### src/ekd_pkg.sv
`timescale 1ns / 1ps
// Shared types and constants for the escape key decoder / cursor tracker.
// No dependencies; every other file of the block refers to this package.
package ekd_pkg;

    localparam int KEY_W   = 9;
    localparam int BYTE_W  = 8;
    localparam int COORD_W = 12;

    typedef logic [KEY_W-1:0]   key_code_t;
    typedef logic [BYTE_W-1:0]  byte_t;
    typedef logic [COORD_W-1:0] coord_t;

    // Input command codes
    localparam logic CMD_BYTE    = 1'b0;
    localparam logic CMD_TIMEOUT = 1'b1;

    // Configuration register indexes
    typedef enum logic [0:0] {
        CFG_COL_COUNT = 1'b0,
        CFG_ROW_COUNT = 1'b1
    } cfg_index_t;

    localparam coord_t COLS_RESET = 12'd80;
    localparam coord_t ROWS_RESET = 12'd24;

    // Extended key codes
    localparam key_code_t KEY_ESC   = 9'h01b;
    localparam key_code_t KEY_QUIT  = 9'h011;   // Ctrl-Q
    localparam key_code_t KEY_LEFT  = 9'd256;
    localparam key_code_t KEY_RIGHT = 9'd257;
    localparam key_code_t KEY_UP    = 9'd258;
    localparam key_code_t KEY_DOWN  = 9'd259;
    localparam key_code_t KEY_DEL   = 9'd260;
    localparam key_code_t KEY_HOME  = 9'd261;
    localparam key_code_t KEY_END   = 9'd262;
    localparam key_code_t KEY_PGUP  = 9'd263;
    localparam key_code_t KEY_PGDN  = 9'd264;

    // Request carrying one decoded key between front, queue and back
    typedef struct packed {
        logic      valid;
        key_code_t key;
    } key_req_t;

endpackage

### src/ekd_if.sv
`timescale 1ns / 1ps
// Valid/ready channel interfaces for the input and result requests.
// Depends on ekd_pkg for the payload types.
interface ekd_in_if;
    logic          valid;
    logic          ready;
    logic          command;
    ekd_pkg::byte_t key_byte;

    modport source (output valid, output command, output key_byte, input ready);
    modport sink   (input valid, input command, input key_byte, output ready);
endinterface

interface ekd_out_if;
    logic               valid;
    logic               ready;
    ekd_pkg::key_code_t key_code;
    ekd_pkg::coord_t    cursor_col;
    ekd_pkg::coord_t    cursor_row;
    logic               quit;

    modport source (output valid, output key_code, output cursor_col,
                    output cursor_row, output quit, input ready);
    modport sink   (input valid, input key_code, input cursor_col,
                    input cursor_row, input quit, output ready);
endinterface

### src/ekd_front.sv
`timescale 1ns / 1ps
// Front end: escape sequence parser, turns bytes/timeouts into key codes.
// Depends on ekd_pkg.
module ekd_front (
    input  logic               clk,
    input  logic               rst_n,
    input  logic               in_valid,
    output logic               in_ready,
    input  logic               command,
    input  ekd_pkg::byte_t     key_byte,
    output ekd_pkg::key_req_t  push,
    input  logic               push_ready
);

    typedef enum logic [5:0] {
        PH_IDLE  = 6'b000001,
        PH_ESC   = 6'b000010,
        PH_SKIP  = 6'b000100,
        PH_CSI   = 6'b001000,
        PH_SS3   = 6'b010000,
        PH_DIGIT = 6'b100000
    } phase_t;

    localparam ekd_pkg::byte_t CH_ESC   = 8'h1b;
    localparam ekd_pkg::byte_t CH_LBRK  = 8'h5b;  // '['
    localparam ekd_pkg::byte_t CH_SS3   = 8'h4f;  // 'O'
    localparam ekd_pkg::byte_t CH_TILDE = 8'h7e;
    localparam ekd_pkg::byte_t CH_ZERO  = 8'h30;
    localparam ekd_pkg::byte_t CH_NINE  = 8'h39;
    localparam ekd_pkg::byte_t CH_A     = 8'h41;
    localparam ekd_pkg::byte_t CH_B     = 8'h42;
    localparam ekd_pkg::byte_t CH_C     = 8'h43;
    localparam ekd_pkg::byte_t CH_D     = 8'h44;
    localparam ekd_pkg::byte_t CH_H     = 8'h48;
    localparam ekd_pkg::byte_t CH_F     = 8'h46;

    function automatic ekd_pkg::key_code_t csi_letter(input ekd_pkg::byte_t b);
        ekd_pkg::key_code_t k;
        unique case (b)
            CH_A:    k = ekd_pkg::KEY_UP;
            CH_B:    k = ekd_pkg::KEY_DOWN;
            CH_C:    k = ekd_pkg::KEY_RIGHT;
            CH_D:    k = ekd_pkg::KEY_LEFT;
            CH_H:    k = ekd_pkg::KEY_HOME;
            CH_F:    k = ekd_pkg::KEY_END;
            default: k = ekd_pkg::KEY_ESC;
        endcase
        return k;
    endfunction

    function automatic ekd_pkg::key_code_t tilde_digit(input logic [3:0] d);
        ekd_pkg::key_code_t k;
        unique case (d)
            4'd1, 4'd7: k = ekd_pkg::KEY_HOME;
            4'd3:       k = ekd_pkg::KEY_DEL;
            4'd4, 4'd8: k = ekd_pkg::KEY_END;
            4'd5:       k = ekd_pkg::KEY_PGUP;
            4'd6:       k = ekd_pkg::KEY_PGDN;
            default:    k = ekd_pkg::KEY_ESC;
        endcase
        return k;
    endfunction

    phase_t             phase_reg, phase_next;
    logic [3:0]         digit_reg, digit_next;
    logic               emit;
    ekd_pkg::key_code_t key;
    logic               accept;

    assign in_ready = push_ready;
    assign accept   = in_valid && in_ready;

    always_comb
    begin
        phase_next = phase_reg;
        digit_next = digit_reg;
        emit       = 1'b0;
        key        = ekd_pkg::KEY_ESC;
        if (command == ekd_pkg::CMD_TIMEOUT)
        begin
            // abandoned sequence gives a bare ESC; idle timeout is silent
            if (phase_reg != PH_IDLE)
            begin
                phase_next = PH_IDLE;
                emit       = 1'b1;
            end
        end
        else
        begin
            unique case (phase_reg)
                PH_ESC:
                begin
                    if (key_byte == CH_LBRK)
                        phase_next = PH_CSI;
                    else if (key_byte == CH_SS3)
                        phase_next = PH_SS3;
                    else
                        phase_next = PH_SKIP;
                end
                PH_SKIP:
                begin
                    phase_next = PH_IDLE;
                    emit       = 1'b1;
                end
                PH_CSI:
                begin
                    if (key_byte >= CH_ZERO && key_byte <= CH_NINE)
                    begin
                        digit_next = 4'(key_byte - CH_ZERO);
                        phase_next = PH_DIGIT;
                    end
                    else
                    begin
                        phase_next = PH_IDLE;
                        emit       = 1'b1;
                        key        = csi_letter(key_byte);
                    end
                end
                PH_SS3:
                begin
                    phase_next = PH_IDLE;
                    emit       = 1'b1;
                    if (key_byte == CH_H)
                        key = ekd_pkg::KEY_HOME;
                    else if (key_byte == CH_F)
                        key = ekd_pkg::KEY_END;
                end
                PH_DIGIT:
                begin
                    phase_next = PH_IDLE;
                    emit       = 1'b1;
                    if (key_byte == CH_TILDE)
                        key = tilde_digit(digit_reg);
                end
                default:
                begin
                    // idle, and recovery from any illegal code
                    if (key_byte == CH_ESC)
                        phase_next = PH_ESC;
                    else
                    begin
                        phase_next = PH_IDLE;
                        emit       = 1'b1;
                        key        = {1'b0, key_byte};
                    end
                end
            endcase
        end
    end

    assign push.valid = accept && emit;
    assign push.key   = key;

    always_ff @(posedge clk or negedge rst_n)
    begin
        if (!rst_n)
        begin
            phase_reg <= PH_IDLE;
            digit_reg <= '0;
        end
        else if (accept)
        begin
            phase_reg <= phase_next;
            digit_reg <= digit_next;
        end
    end

endmodule

### src/ekd_queue.sv
`timescale 1ns / 1ps
// Two-entry key queue between the parser and the cursor tracker.
// Depends on ekd_pkg.
module ekd_queue (
    input  logic              clk,
    input  logic              rst_n,
    input  ekd_pkg::key_req_t push,
    output logic              push_ready,
    output ekd_pkg::key_req_t head,
    input  logic              pop_ready
);

    localparam int Depth = 2;
    localparam int PtrW  = $clog2(Depth);
    localparam int CntW  = $clog2(Depth + 1);

    ekd_pkg::key_code_t entry_reg [Depth];
    logic [PtrW-1:0]    wr_ptr_reg, rd_ptr_reg;
    logic [CntW-1:0]    count_reg;
    logic               do_push, do_pop;

    assign push_ready = (count_reg != CntW'(Depth));
    assign do_push    = push.valid && push_ready;
    assign head.valid = (count_reg != '0);
    assign head.key   = entry_reg[rd_ptr_reg];
    assign do_pop     = head.valid && pop_ready;

    always_ff @(posedge clk)
    begin
        if (do_push)
            entry_reg[wr_ptr_reg] <= push.key;
    end

    always_ff @(posedge clk or negedge rst_n)
    begin
        if (!rst_n)
        begin
            wr_ptr_reg <= '0;
            rd_ptr_reg <= '0;
            count_reg  <= '0;
        end
        else
        begin
            if (do_push)
                wr_ptr_reg <= (wr_ptr_reg == PtrW'(Depth - 1)) ? '0 : wr_ptr_reg + 1'b1;
            if (do_pop)
                rd_ptr_reg <= (rd_ptr_reg == PtrW'(Depth - 1)) ? '0 : rd_ptr_reg + 1'b1;
            if (do_push && !do_pop)
                count_reg <= count_reg + 1'b1;
            else if (do_pop && !do_push)
                count_reg <= count_reg - 1'b1;
        end
    end

    a_count_bound: assert property (@(posedge clk) disable iff (!rst_n)
        count_reg <= CntW'(Depth))
        else $error("key queue count beyond depth");

    a_pop_changes_count: assert property (@(posedge clk) disable iff (!rst_n)
        (do_pop && !do_push) |=> (count_reg == $past(count_reg) - 1'b1))
        else $error("key queue pop without count drop");

endmodule

### src/ekd_back.sv
`timescale 1ns / 1ps
// Back end: applies decoded keys to the cursor, holds the result register
// and the screen size registers. Depends on ekd_pkg.
module ekd_back #(
    parameter int POS_BITS = 12
) (
    input  logic                clk,
    input  logic                rst_n,
    input  logic                cfg_we,
    input  ekd_pkg::cfg_index_t cfg_index,
    input  ekd_pkg::coord_t     cfg_data,
    input  ekd_pkg::key_req_t   head,
    output logic                pop_ready,
    output logic                out_valid,
    input  logic                out_ready,
    output ekd_pkg::key_code_t  key_code,
    output ekd_pkg::coord_t     cursor_col,
    output ekd_pkg::coord_t     cursor_row,
    output logic                quit
);

    // one bit of headroom over the wider of position and screen size
    localparam int CW = ((POS_BITS > ekd_pkg::COORD_W) ? POS_BITS : ekd_pkg::COORD_W) + 1;
    localparam logic [CW-1:0] PosMax = CW'((1 << POS_BITS) - 1);

    ekd_pkg::coord_t    cols_reg, rows_reg;
    logic [POS_BITS-1:0] col_reg, col_next, row_reg, row_next;
    logic               out_valid_reg;
    ekd_pkg::key_code_t key_reg;
    logic               pop;

    logic [CW-1:0] col_w, row_w, cols_w, rows_w, lc_w, lr_w, col_calc, row_calc;

    assign pop_ready = !out_valid_reg || out_ready;
    assign pop       = head.valid && pop_ready;

    assign col_w  = CW'(col_reg);
    assign row_w  = CW'(row_reg);
    assign cols_w = CW'(cols_reg);
    assign rows_w = CW'(rows_reg);

    always_comb
    begin
        lc_w = '0;
        lr_w = '0;
        if (cols_w != '0)
            lc_w = ((cols_w - 1'b1) > PosMax) ? PosMax : cols_w - 1'b1;
        if (rows_w != '0)
            lr_w = ((rows_w - 1'b1) > PosMax) ? PosMax : rows_w - 1'b1;
    end

    always_comb
    begin
        col_calc = col_w;
        row_calc = row_w;
        unique case (head.key)
            ekd_pkg::KEY_LEFT:
                if (col_w != '0) col_calc = col_w - 1'b1;
            ekd_pkg::KEY_RIGHT:
                if ((col_w + 1'b1) < cols_w && col_w < PosMax) col_calc = col_w + 1'b1;
            ekd_pkg::KEY_UP:
                if (row_w != '0) row_calc = row_w - 1'b1;
            ekd_pkg::KEY_DOWN:
                if ((row_w + 1'b1) < rows_w && row_w < PosMax) row_calc = row_w + 1'b1;
            ekd_pkg::KEY_HOME:
                col_calc = '0;
            ekd_pkg::KEY_END:
                col_calc = lc_w;
            ekd_pkg::KEY_PGUP:
                row_calc = (row_w >= rows_w) ? row_w - rows_w : '0;
            ekd_pkg::KEY_PGDN:
                if (rows_w != '0 && row_w < lr_w) row_calc = lr_w;
            default:
                ;
        endcase
    end

    assign col_next = POS_BITS'(col_calc);
    assign row_next = POS_BITS'(row_calc);

    always_ff @(posedge clk or negedge rst_n)
    begin
        if (!rst_n)
        begin
            cols_reg      <= ekd_pkg::COLS_RESET;
            rows_reg      <= ekd_pkg::ROWS_RESET;
            col_reg       <= '0;
            row_reg       <= '0;
            out_valid_reg <= 1'b0;
        end
        else
        begin
            if (cfg_we)
            begin
                unique case (cfg_index)
                    ekd_pkg::CFG_COL_COUNT: cols_reg <= cfg_data;
                    ekd_pkg::CFG_ROW_COUNT: rows_reg <= cfg_data;
                endcase
            end
            if (pop)
            begin
                col_reg <= col_next;
                row_reg <= row_next;
            end
            if (pop_ready)
                out_valid_reg <= head.valid;
        end
    end

    always_ff @(posedge clk)
    begin
        if (pop)
            key_reg <= head.key;
    end

    // cursor only moves on a pop, which needs a free result slot
    assign out_valid  = out_valid_reg;
    assign key_code   = key_reg;
    assign cursor_col = col_w[ekd_pkg::COORD_W-1:0];
    assign cursor_row = row_w[ekd_pkg::COORD_W-1:0];
    assign quit       = (key_reg == ekd_pkg::KEY_QUIT);

    a_col_holds: assert property (@(posedge clk) disable iff (!rst_n)
        (pop && head.key != ekd_pkg::KEY_LEFT && head.key != ekd_pkg::KEY_RIGHT
             && head.key != ekd_pkg::KEY_HOME && head.key != ekd_pkg::KEY_END)
        |=> $stable(col_reg))
        else $error("column moved on a non-column key");

    a_cursor_hold_when_stalled: assert property (@(posedge clk) disable iff (!rst_n)
        (out_valid_reg && !out_ready) |=> ($stable(col_reg) && $stable(row_reg)))
        else $error("cursor changed under a stalled result");

endmodule

### src/escape_key_decoder_cursor_tracker.sv
`timescale 1ns / 1ps
// Escape key decoder with cursor tracker: top level.
// Path: a key-producing request is written into the queue at its accepting edge
// and moves on into the result register when the back end pops it; a stalled
// result holds it in the queue. Throughput: one request per cycle while the
// queue has room to take a push; swallowed sequence bytes produce no result.
// Reset (rst_n, async, active low): parser idle, cursor at 0,0, 80x24 screen.
module escape_key_decoder_cursor_tracker #(
    parameter int POS_BITS = 12
) (
    input  logic             clk,
    input  logic             rst_n,
    // configuration: index 0 column count, index 1 row count
    input  logic             cfg_we,
    input  logic [0:0]       cfg_index,
    input  ekd_pkg::coord_t  cfg_data,
    ekd_in_if.sink           key_in,
    ekd_out_if.source        key_out
);

    // Front parser pushes decoded keys; the queue lets the parser keep
    // taking bytes while the cursor side waits on a stalled result.
    ekd_pkg::key_req_t push;
    ekd_pkg::key_req_t head;
    logic              push_ready;
    logic              pop_ready;
    logic              front_ready;

    assign key_in.ready = front_ready;

    ekd_front u_front (
        .clk        (clk),
        .rst_n      (rst_n),
        .in_valid   (key_in.valid),
        .in_ready   (front_ready),
        .command    (key_in.command),
        .key_byte   (key_in.key_byte),
        .push       (push),
        .push_ready (push_ready)
    );

    ekd_queue u_queue (
        .clk        (clk),
        .rst_n      (rst_n),
        .push       (push),
        .push_ready (push_ready),
        .head       (head),
        .pop_ready  (pop_ready)
    );

    // Back end owns the screen size, the cursor and the result register;
    // the cursor reported is the one after the key was applied.
    ekd_back #(
        .POS_BITS (POS_BITS)
    ) u_back (
        .clk        (clk),
        .rst_n      (rst_n),
        .cfg_we     (cfg_we),
        .cfg_index  (ekd_pkg::cfg_index_t'(cfg_index)),
        .cfg_data   (cfg_data),
        .head       (head),
        .pop_ready  (pop_ready),
        .out_valid  (key_out.valid),
        .out_ready  (key_out.ready),
        .key_code   (key_out.key_code),
        .cursor_col (key_out.cursor_col),
        .cursor_row (key_out.cursor_row),
        .quit       (key_out.quit)
    );

endmodule
### src/flat_wrapper.sv
// flat-port wrapper written by rule: the top's interface ports become plain ports
module escape_key_decoder_cursor_tracker_flat 
#(
    parameter int POS_BITS = 12
)
  (clk, rst_n, cfg_we, cfg_index, cfg_data, key_in_valid, key_in_command, key_in_key_byte, key_in_ready, key_out_valid, key_out_key_code, key_out_cursor_col, key_out_cursor_row, key_out_quit, key_out_ready);
  ekd_in_if key_in_i ();
  ekd_out_if key_out_i ();
  input  logic clk;
  input  logic rst_n;
  input  logic cfg_we;
  input  logic [0:0] cfg_index;
  input  ekd_pkg::coord_t cfg_data;
  input wire logic [$bits(key_in_i.valid)-1:0] key_in_valid;
  input wire logic [$bits(key_in_i.command)-1:0] key_in_command;
  input wire logic [$bits(key_in_i.key_byte)-1:0] key_in_key_byte;
  output wire logic [$bits(key_in_i.ready)-1:0] key_in_ready;
  output wire logic [$bits(key_out_i.valid)-1:0] key_out_valid;
  output wire logic [$bits(key_out_i.key_code)-1:0] key_out_key_code;
  output wire logic [$bits(key_out_i.cursor_col)-1:0] key_out_cursor_col;
  output wire logic [$bits(key_out_i.cursor_row)-1:0] key_out_cursor_row;
  output wire logic [$bits(key_out_i.quit)-1:0] key_out_quit;
  input wire logic [$bits(key_out_i.ready)-1:0] key_out_ready;
  assign key_in_i.valid = key_in_valid;
  assign key_in_i.command = key_in_command;
  assign key_in_i.key_byte = key_in_key_byte;
  assign key_in_ready = key_in_i.ready;
  assign key_out_valid = key_out_i.valid;
  assign key_out_key_code = key_out_i.key_code;
  assign key_out_cursor_col = key_out_i.cursor_col;
  assign key_out_cursor_row = key_out_i.cursor_row;
  assign key_out_quit = key_out_i.quit;
  assign key_out_i.ready = key_out_ready;
  escape_key_decoder_cursor_tracker #(.POS_BITS(POS_BITS)) u_core (.clk(clk), .rst_n(rst_n), .cfg_we(cfg_we), .cfg_index(cfg_index), .cfg_data(cfg_data), .key_in(key_in_i), .key_out(key_out_i));
endmodule
### config.mk
export PLATFORM = sky130hd
export DESIGN_NAME = escape_key_decoder_cursor_tracker_flat
export DESIGN_NICKNAME = d
export VERILOG_FILES = /design/src/ekd_pkg.sv /design/src/ekd_if.sv /design/src/ekd_front.sv /design/src/ekd_queue.sv /design/src/ekd_back.sv /design/src/escape_key_decoder_cursor_tracker.sv /design/src/flat_wrapper.sv
export SDC_FILE = /design/constraint.sdc
export NUM_CORES = 1
export LEC_CHECK = 0
export BUFFER_PORTS_ARGS = -buffer_cell sky130_fd_sc_hd__buf_4
export CAP_MARGIN = 20
export CELL_PAD_IN_SITES_DETAIL_PLACEMENT = 1
export CELL_PAD_IN_SITES_GLOBAL_PLACEMENT = 2
export CORE_ASPECT_RATIO = 0.5
export CORE_MARGIN = 2
export CORE_UTILIZATION = 30
export DETAILED_ROUTE_END_ITERATION = 8
export PLACE_DENSITY = 0.75
export SYNTH_ARGS = -nofsm -noshare
export SYNTH_HDL_FRONTEND = slang
export SYNTH_SLANG_ARGS = --single-unit
### constraint.sdc
create_clock -name clk -period 4.5 [get_ports clk]
set_input_delay 1.35 -clock clk [delete_from_list [all_inputs] [get_ports clk]]
set_output_delay 1.35 -clock clk [all_outputs]
set_load 0.02 [all_outputs]
======== Word level (Yosys, flattened, before mapping) ========
Memory sizes are Yosys's and may differ from the RTL's.
Cells that the tools add are included.
word-level totals
  flip-flop bits (word level) ............. 72
  RAM bits ................................ 18
  input port bits ......................... 27
  memories kept ........................... 1
operators by class
  $add $sub $neg .......................... 12
  order comparisons ....................... 10
  equal/unequal tests ..................... 39
  multiplexer cells ....................... 39
  bitwise gates (word level) .............. 2
  reduce and logical (&&, ||, !) cells .... 32
memory list
  memory                    depth  width  rd ports  clocked after Yosys merged registers in  write ports  RTL line         source
  u_core.u_queue.entry_reg  2      9      1         0                                        1            ekd_queue.sv:17  ekd_pkg::key_code_t entry_reg [Depth];
operator list
  operator                                                          count
  2-to-1 mux 12 bit                                                 8
  one-hot mux 12 bit (4 select lines)                               2
  == test 8 x 7 -> 1 bit (second input constant)                    9
  == test 9 bit (second input constant)                             8
  one-hot mux 9 bit (6 select lines)                                1
  nonzero test 13 bit                                               4
  2-to-1 mux 9 bit                                                  5
  one-hot mux 9 bit (5 select lines)                                1
  one-hot mux 9 bit (4 select lines)                                1
  adder 12 x 1 -> 13 bit (second input constant)                    2
  greater-than comparator 13 x 12 -> 1 bit (second input constant)  2
  less-than comparator 13 x 12 -> 1 bit                             2
  2-to-1 mux 13 bit                                                 2
  subtractor 12 x 1 -> 13 bit (second input constant)               2
  less-than comparator 12 bit (second input constant)               2
  subtractor 12 x 1 -> 12 bit (second input constant)               2
  2-to-1 mux 6 bit                                                  3
  one-hot mux 6 bit (3 select lines)                                1
  == test 4 x 3 -> 1 bit (second input constant)                    4
  less-than comparator 12 x 13 -> 1 bit                             1
  >= comparator 12 bit                                              1
  inequality test 2 bit (second input constant)                     6
  subtractor 12 bit                                                 1
  logical AND 1 bit                                                 10
  other kinds (33)                                                  54

======== Depth between registers and ports, before layout ========
  depth in word-level cells ............... 11
  gate-level depth with buffers ........... 15

======== By module ========
A second synthesis with hierarchy kept.
second synthesis, totals
  cell total of the unflattened synthesis .. 842
  area total of the unflattened synthesis .. 7517.2 um2
modules (own cells, without submodules)
  module     instances  cells each  area an instance (um2)  seq. area each (um2)
  ekd_back   1          673         5611.6                  1501.4
  ekd_front  1          123         1044.8                  251.5
  ekd_queue  1          46          860.8                   640.6

======== Worst setup path after synthesis ========
OpenSTA, ideal clock, no wires.
  kind .................................... reg2reg
  from .................................... register u_core.u_back.col_reg[2] (netlist: u_core.u_back.cursor_col[2])
  to ...................................... register u_core.u_back.col_reg[10] (netlist: u_core.u_back.cursor_col[10])
  library setup time ...................... 0.121 ns
  data arrival time ....................... 3.336 ns
  slack ................................... 1.043 ns
  stages on the path, launching flop included .. 14
  clock period less this slack ............ 3.457 ns
  cells stage by stage .................... dfrtp_1 clkbuf_1 nand3_1 nor3_1 nand3_1 xnor2_1 ha_1 or4_1 o221ai_1 a31o_2 a21oi_2 or2_2 buf_4 o22a_1
on the way
  word-level cells in the longest chain between the ends .. 5
  elaborated cells on any way between the ends .. 12
  those cells by class .................... add/sub: 2; order compare: 2; eq/ne: 2; mux: 3; reduce/logical: 3
ends and longest elaborated chain
  what                                    RTL line         source
  from (decl)                             ekd_back.sv:27   logic [POS_BITS-1:0] col_reg, col_next, row_reg, row_next;
  from (signal assigned)                  ekd_back.sv:102  col_reg <= col_next;
  adder 12 x 1 -> 13 bit                  ekd_back.sv:60   if ((col_w + 1'b1) < cols_w && col_w < PosMax) col_calc = col_w + 1'b1;
  less-than comparator 13 x 12 -> 1 bit   ekd_back.sv:60
  logical AND 1 bit                       ekd_back.sv:60
  inequality test 2 bit (no source line)  n/a
  AND reduction 4 bit (no source line)    n/a
Several ways; a longest one is shown, not always the timed one. The select of a mux whose other input is x is not followed.
A chain may end at the register's enable or synchronous reset.

======== Worst setup path after layout ========
  from .................................... register u_core.u_back.rows_reg[2]
  to ...................................... register u_core.u_back.row_reg[5] (netlist: u_core.u_back.cursor_row[5])
on the way
  word-level cells in the longest chain between the ends .. 8
  elaborated cells on any way between the ends .. 17
  those cells by class .................... add/sub: 2; order compare: 4; eq/ne: 2; mux: 5; reduce/logical: 4
ends and longest elaborated chain
  what                                      RTL line         source
  from (decl)                               ekd_back.sv:26   ekd_pkg::coord_t cols_reg, rows_reg;
  from (signal assigned)                    ekd_back.sv:86   rows_reg <= ekd_pkg::ROWS_RESET;
  from (signal assigned)                    ekd_back.sv:97   ekd_pkg::CFG_ROW_COUNT: rows_reg <= cfg_data;
  subtractor 12 x 1 -> 13 bit               ekd_back.sv:49   lr_w = ((rows_w - 1'b1) > PosMax) ? PosMax : rows_w - 1'b1;
  greater-than comparator 13 x 12 -> 1 bit  ekd_back.sv:49
  2-to-1 mux 13 bit                         ekd_back.sv:49
  2-to-1 mux 13 bit                         ekd_back.sv:48   if (rows_w != '0)
  less-than comparator 12 x 13 -> 1 bit     ekd_back.sv:72   if (rows_w != '0 && row_w < lr_w) row_calc = lr_w;
  logical AND 1 bit                         ekd_back.sv:72
  inequality test 2 bit (no source line)    n/a
  AND reduction 5 bit (no source line)      n/a
  to (signal assigned)                      ekd_back.sv:103  row_reg <= row_next;
  to (decl)                                 ekd_back.sv:27
Several ways; a longest one is shown, not always the timed one. The select of a mux whose other input is x is not followed.

==> flow_summary_export.csv <==
group,metric,value,unit
timing,period_minus_slack,4.114,ns
synth,synth-edff-count,27,
die,num_io_pins,63,
status,run_status,"finished clean",
synth,average_instance_area_after_synthesis,8.730,um2
die,fp.coreArea,0.02412,mm2
clocking,cts_buffers,9,
timing,timing.slew.headroom,0.2566,
placement,detailed_place_hpwl,19270,um
timing,rsz0062_at_grt,"no",
synth,netlist-cell-type-count,84,
synth,synth.ff_latch_count,90,
die,die-height,115.2,um
routing,drt_pre_antenna_iters,5,
flow_run,drv.max_cap_violation_count,0,
placement,place.port_buffers,62,
layout,fillers,2876,
die,die_area,0.02609,mm2
die,floorplan.die.width,226.4,um
timing,clock_tree_skew_after_final_layout,0.01496,ns
global_routing,grt.overflow.total,0,
synth,synth_sequential_area_ratio,0.3225,
routing,routed_wire_length_per_instance,19.98,um
global_routing,global_route_wire_length_before_repair,39950,um
placement,globalplace.congestion,0.8610,
global_routing,maximum_number_of_pins_on_one_net_before_global_route_repair,64,
timing,worst_pin_slew,1.106,ns
global_routing,via_count_of_the_first_global_routing_pass,7009,
timing,maxClockFrequency,243.0,MHz
layout,layout.nets,984,
clocking,numClockSinks,90,
timing,finalSetupTns,0,ns
routing,top_layer_used,"met4",
routing,route.detailed.vias_per_inst,5.434,
clocking,worst_setup_hold_path_clk_slew,0.08,ns
synth,async_reset_ff_frac,0.7000,
die,placement_rows,40,
routing,wirelength_met1,12430,um
worst_hold_path,min_path_type,"flop to flop",
synth,synth_area_leaders,"dfrtp_1 (20%), edfxtp_1 (11%), ha_1 (9.4%)",
routing,initialDrtViolationCount,398,
worst_setup_path,worst-path-max-fanout,12,
routing,met2WireLength,11060,um
layout,areaGrowthSynthToFinish,15.46,%
clocking,insertion_delay,0.35,ns
clocking,clockRootBuffer,"clkbuf_16",
timing,timing.final.max_slew_violations,0,
layout,flip_flop_count_of_the_largest_register_all_copies_and_words_added,18,
synth,syn-cell-area,0.007421,mm2
layout,post_route_cells_drive_above_1_share,0.1657,
synth,yosys_warnings,0,
layout,multiInputGateArea,0.004692,mm2
power_and_ir_drop,power.static_leakage,3.588,nW
timing,min_period_over_period,0.9143,
layout,n_antenna_cell,0,
routing,postRouteWirelength,24800,um
timing,finalHoldViolCount,0,
worst_setup_path,worstPathArrival,4.33,ns
routing,drc_errors,0,
worst_setup_path,r2r_setup_slack,0.39,ns
clocking,cts-hold-fix-buffers,0,
global_routing,global_route.usage.total,0.1966,
power_and_ir_drop,fin_total_pwr,0.003549,W
worst_setup_path,required,4.72,ns
synth,post_synthesis_net_count,934,
die,starting_density_of_the_core,0.3076,
routing,routed-via-count,6743,
power_and_ir_drop,power.ir.vdd_worst,0.1927,mV
worst_setup_path,end_kind,"flop",
worst_setup_path,setup.worst_path.class,"flop to flop",
clocking,tritoncts,"done",
synth,ys.flop_type,"dfrtp_1",
synth,synth_area_leader_cell,"dfrtp_1",
synth,synth_largest_type_area_fraction,0.1956,
synth,synth.top_cells.by_count,"nand2_1 (68), nor2_1 (61), dfrtp_1 (58)",
clocking,post_cts.repair.setup_buffers,0,
clocking,clock_tree.htree_level_count,3,
worst_setup_path,timing.critical_path.from_type,"flop",
clocking,post_cts_resized,0,
routing,met3_length,1039,um
layout,layout.area.seq,0.002394,mm2
power_and_ir_drop,pwr_density_cell,414.2,mW/mm2
clocking,cts_max_path_buffers,2,
synth,synth_cells,850,
timing,setup_viol,0,
routing,detail-route-antenna-nets,0,
global_routing,antenna_found_initial,0,
synth,yosys.cell_count.top_type,"nand2_1",
timing,fin_hold_ws,0.5087,ns
[routing by layer]
layer  vias up  GRT usage
met4         0    0.03772
met1      3350     0.2818
met3        18    0.04089
met2       102     0.3074
met5         -          0
li1       3273          -
[cell type report]
cell class,count,share of cell area
Timing Repair Buffer,80,0.07009
Sequential cell,90,0.2794
Multi-Input combinational cell,675,0.5476
Inverter,44,0.01928
Clock inverter,6,0.006717
Tap cell,336,0.04907
Clock buffer,10,0.02789
[stage by stage]
stage,area [um2],utilization,cells,setup slack (ns)
after floorplan,7421,-,850,1.043
after global placement,8272,0.3429,1225,0.5175
after detailed placement,8272,0.3429,1225,0.3918
after CTS,8568,0.3552,1241,0.3772
after global routing,8568,0.3552,1241,0.07973
final,8568,0.3552,1241,0.3855
[path summary, 6_finish.rpt]
path,start,endpoint,cells after the start
min in group asynchronous,rst_n,u_core.u_front.phase_reg[4],1
max in group asynchronous,rst_n,u_core.u_back.cursor_row[0],1
min,u_core.u_queue.wr_ptr_reg,u_core.u_queue.wr_ptr_reg,1
min reg2reg,u_core.u_queue.wr_ptr_reg,u_core.u_queue.wr_ptr_reg,1
max reg2reg,u_core.u_back.rows_reg[2],u_core.u_back.cursor_row[5],12
max,u_core.u_back.rows_reg[2],u_core.u_back.cursor_row[5],12
[logic make-up (layout without fill, tap and decap cells)]
logic type | after synthesis | after routing | share of synthesized area
flip-flops | 90 | 90 | 0.3225
XOR/XNOR | 48 | 48 | 0.05665
adder cells (fa/ha/maj) | 57 | 57 | 0.09712
buffers and inverters | 85 | 140 | 0.04586
multiplexers | 27 | 27 | 0.03979
AND/OR/NAND/NOR | 334 | 334 | 0.2413
AO/OA/AOI/OAI | 209 | 209 | 0.1968
[power by group]
group | total, W | switching [W] | internal [W] | leakage (nW)
sequential | 0.00125 | 0.000217 | 0.00103 | 1.04
clock | 0.000774 | 0.000372 | 0.000401 | 0.139
combinational | 0.00152 | 0.000912 | 0.000612 | 2.41
total | 0.00355 | 0.00150 | 0.00205 | 3.59
[cells in the final DEF (no fill, tap or decap), types with 27 or more instances in the layout]
cell      netlist  routed
buf_4           4      80
nand2_1        68      68
nor2_1         61      61
dfrtp_1        58      58
ha_1           56      56
nor3_1         45      45
inv_1          43      43
a21oi_1        38      38
o21ai_0        37      37
nand3_1        33      33
xnor2_1        29      29
edfxtp_1       27      27
[worst max-delay path, stage by stage (launching register included)]
cell and delay, ns:
dfrtp_1 0.45, or4_1 0.64, nor2_1 0.31, nand2_1 0.21, nand2_1 0.14, ha_1 0.25
a21o_1 0.16, a21o_1 0.17, a211oi_1 0.29, o2111ai_2 0.18, a211o_1 0.56, a2111oi_0 0.47
a211oi_1 0.13
No activity file was read; power rests on OpenSTA's default activity.
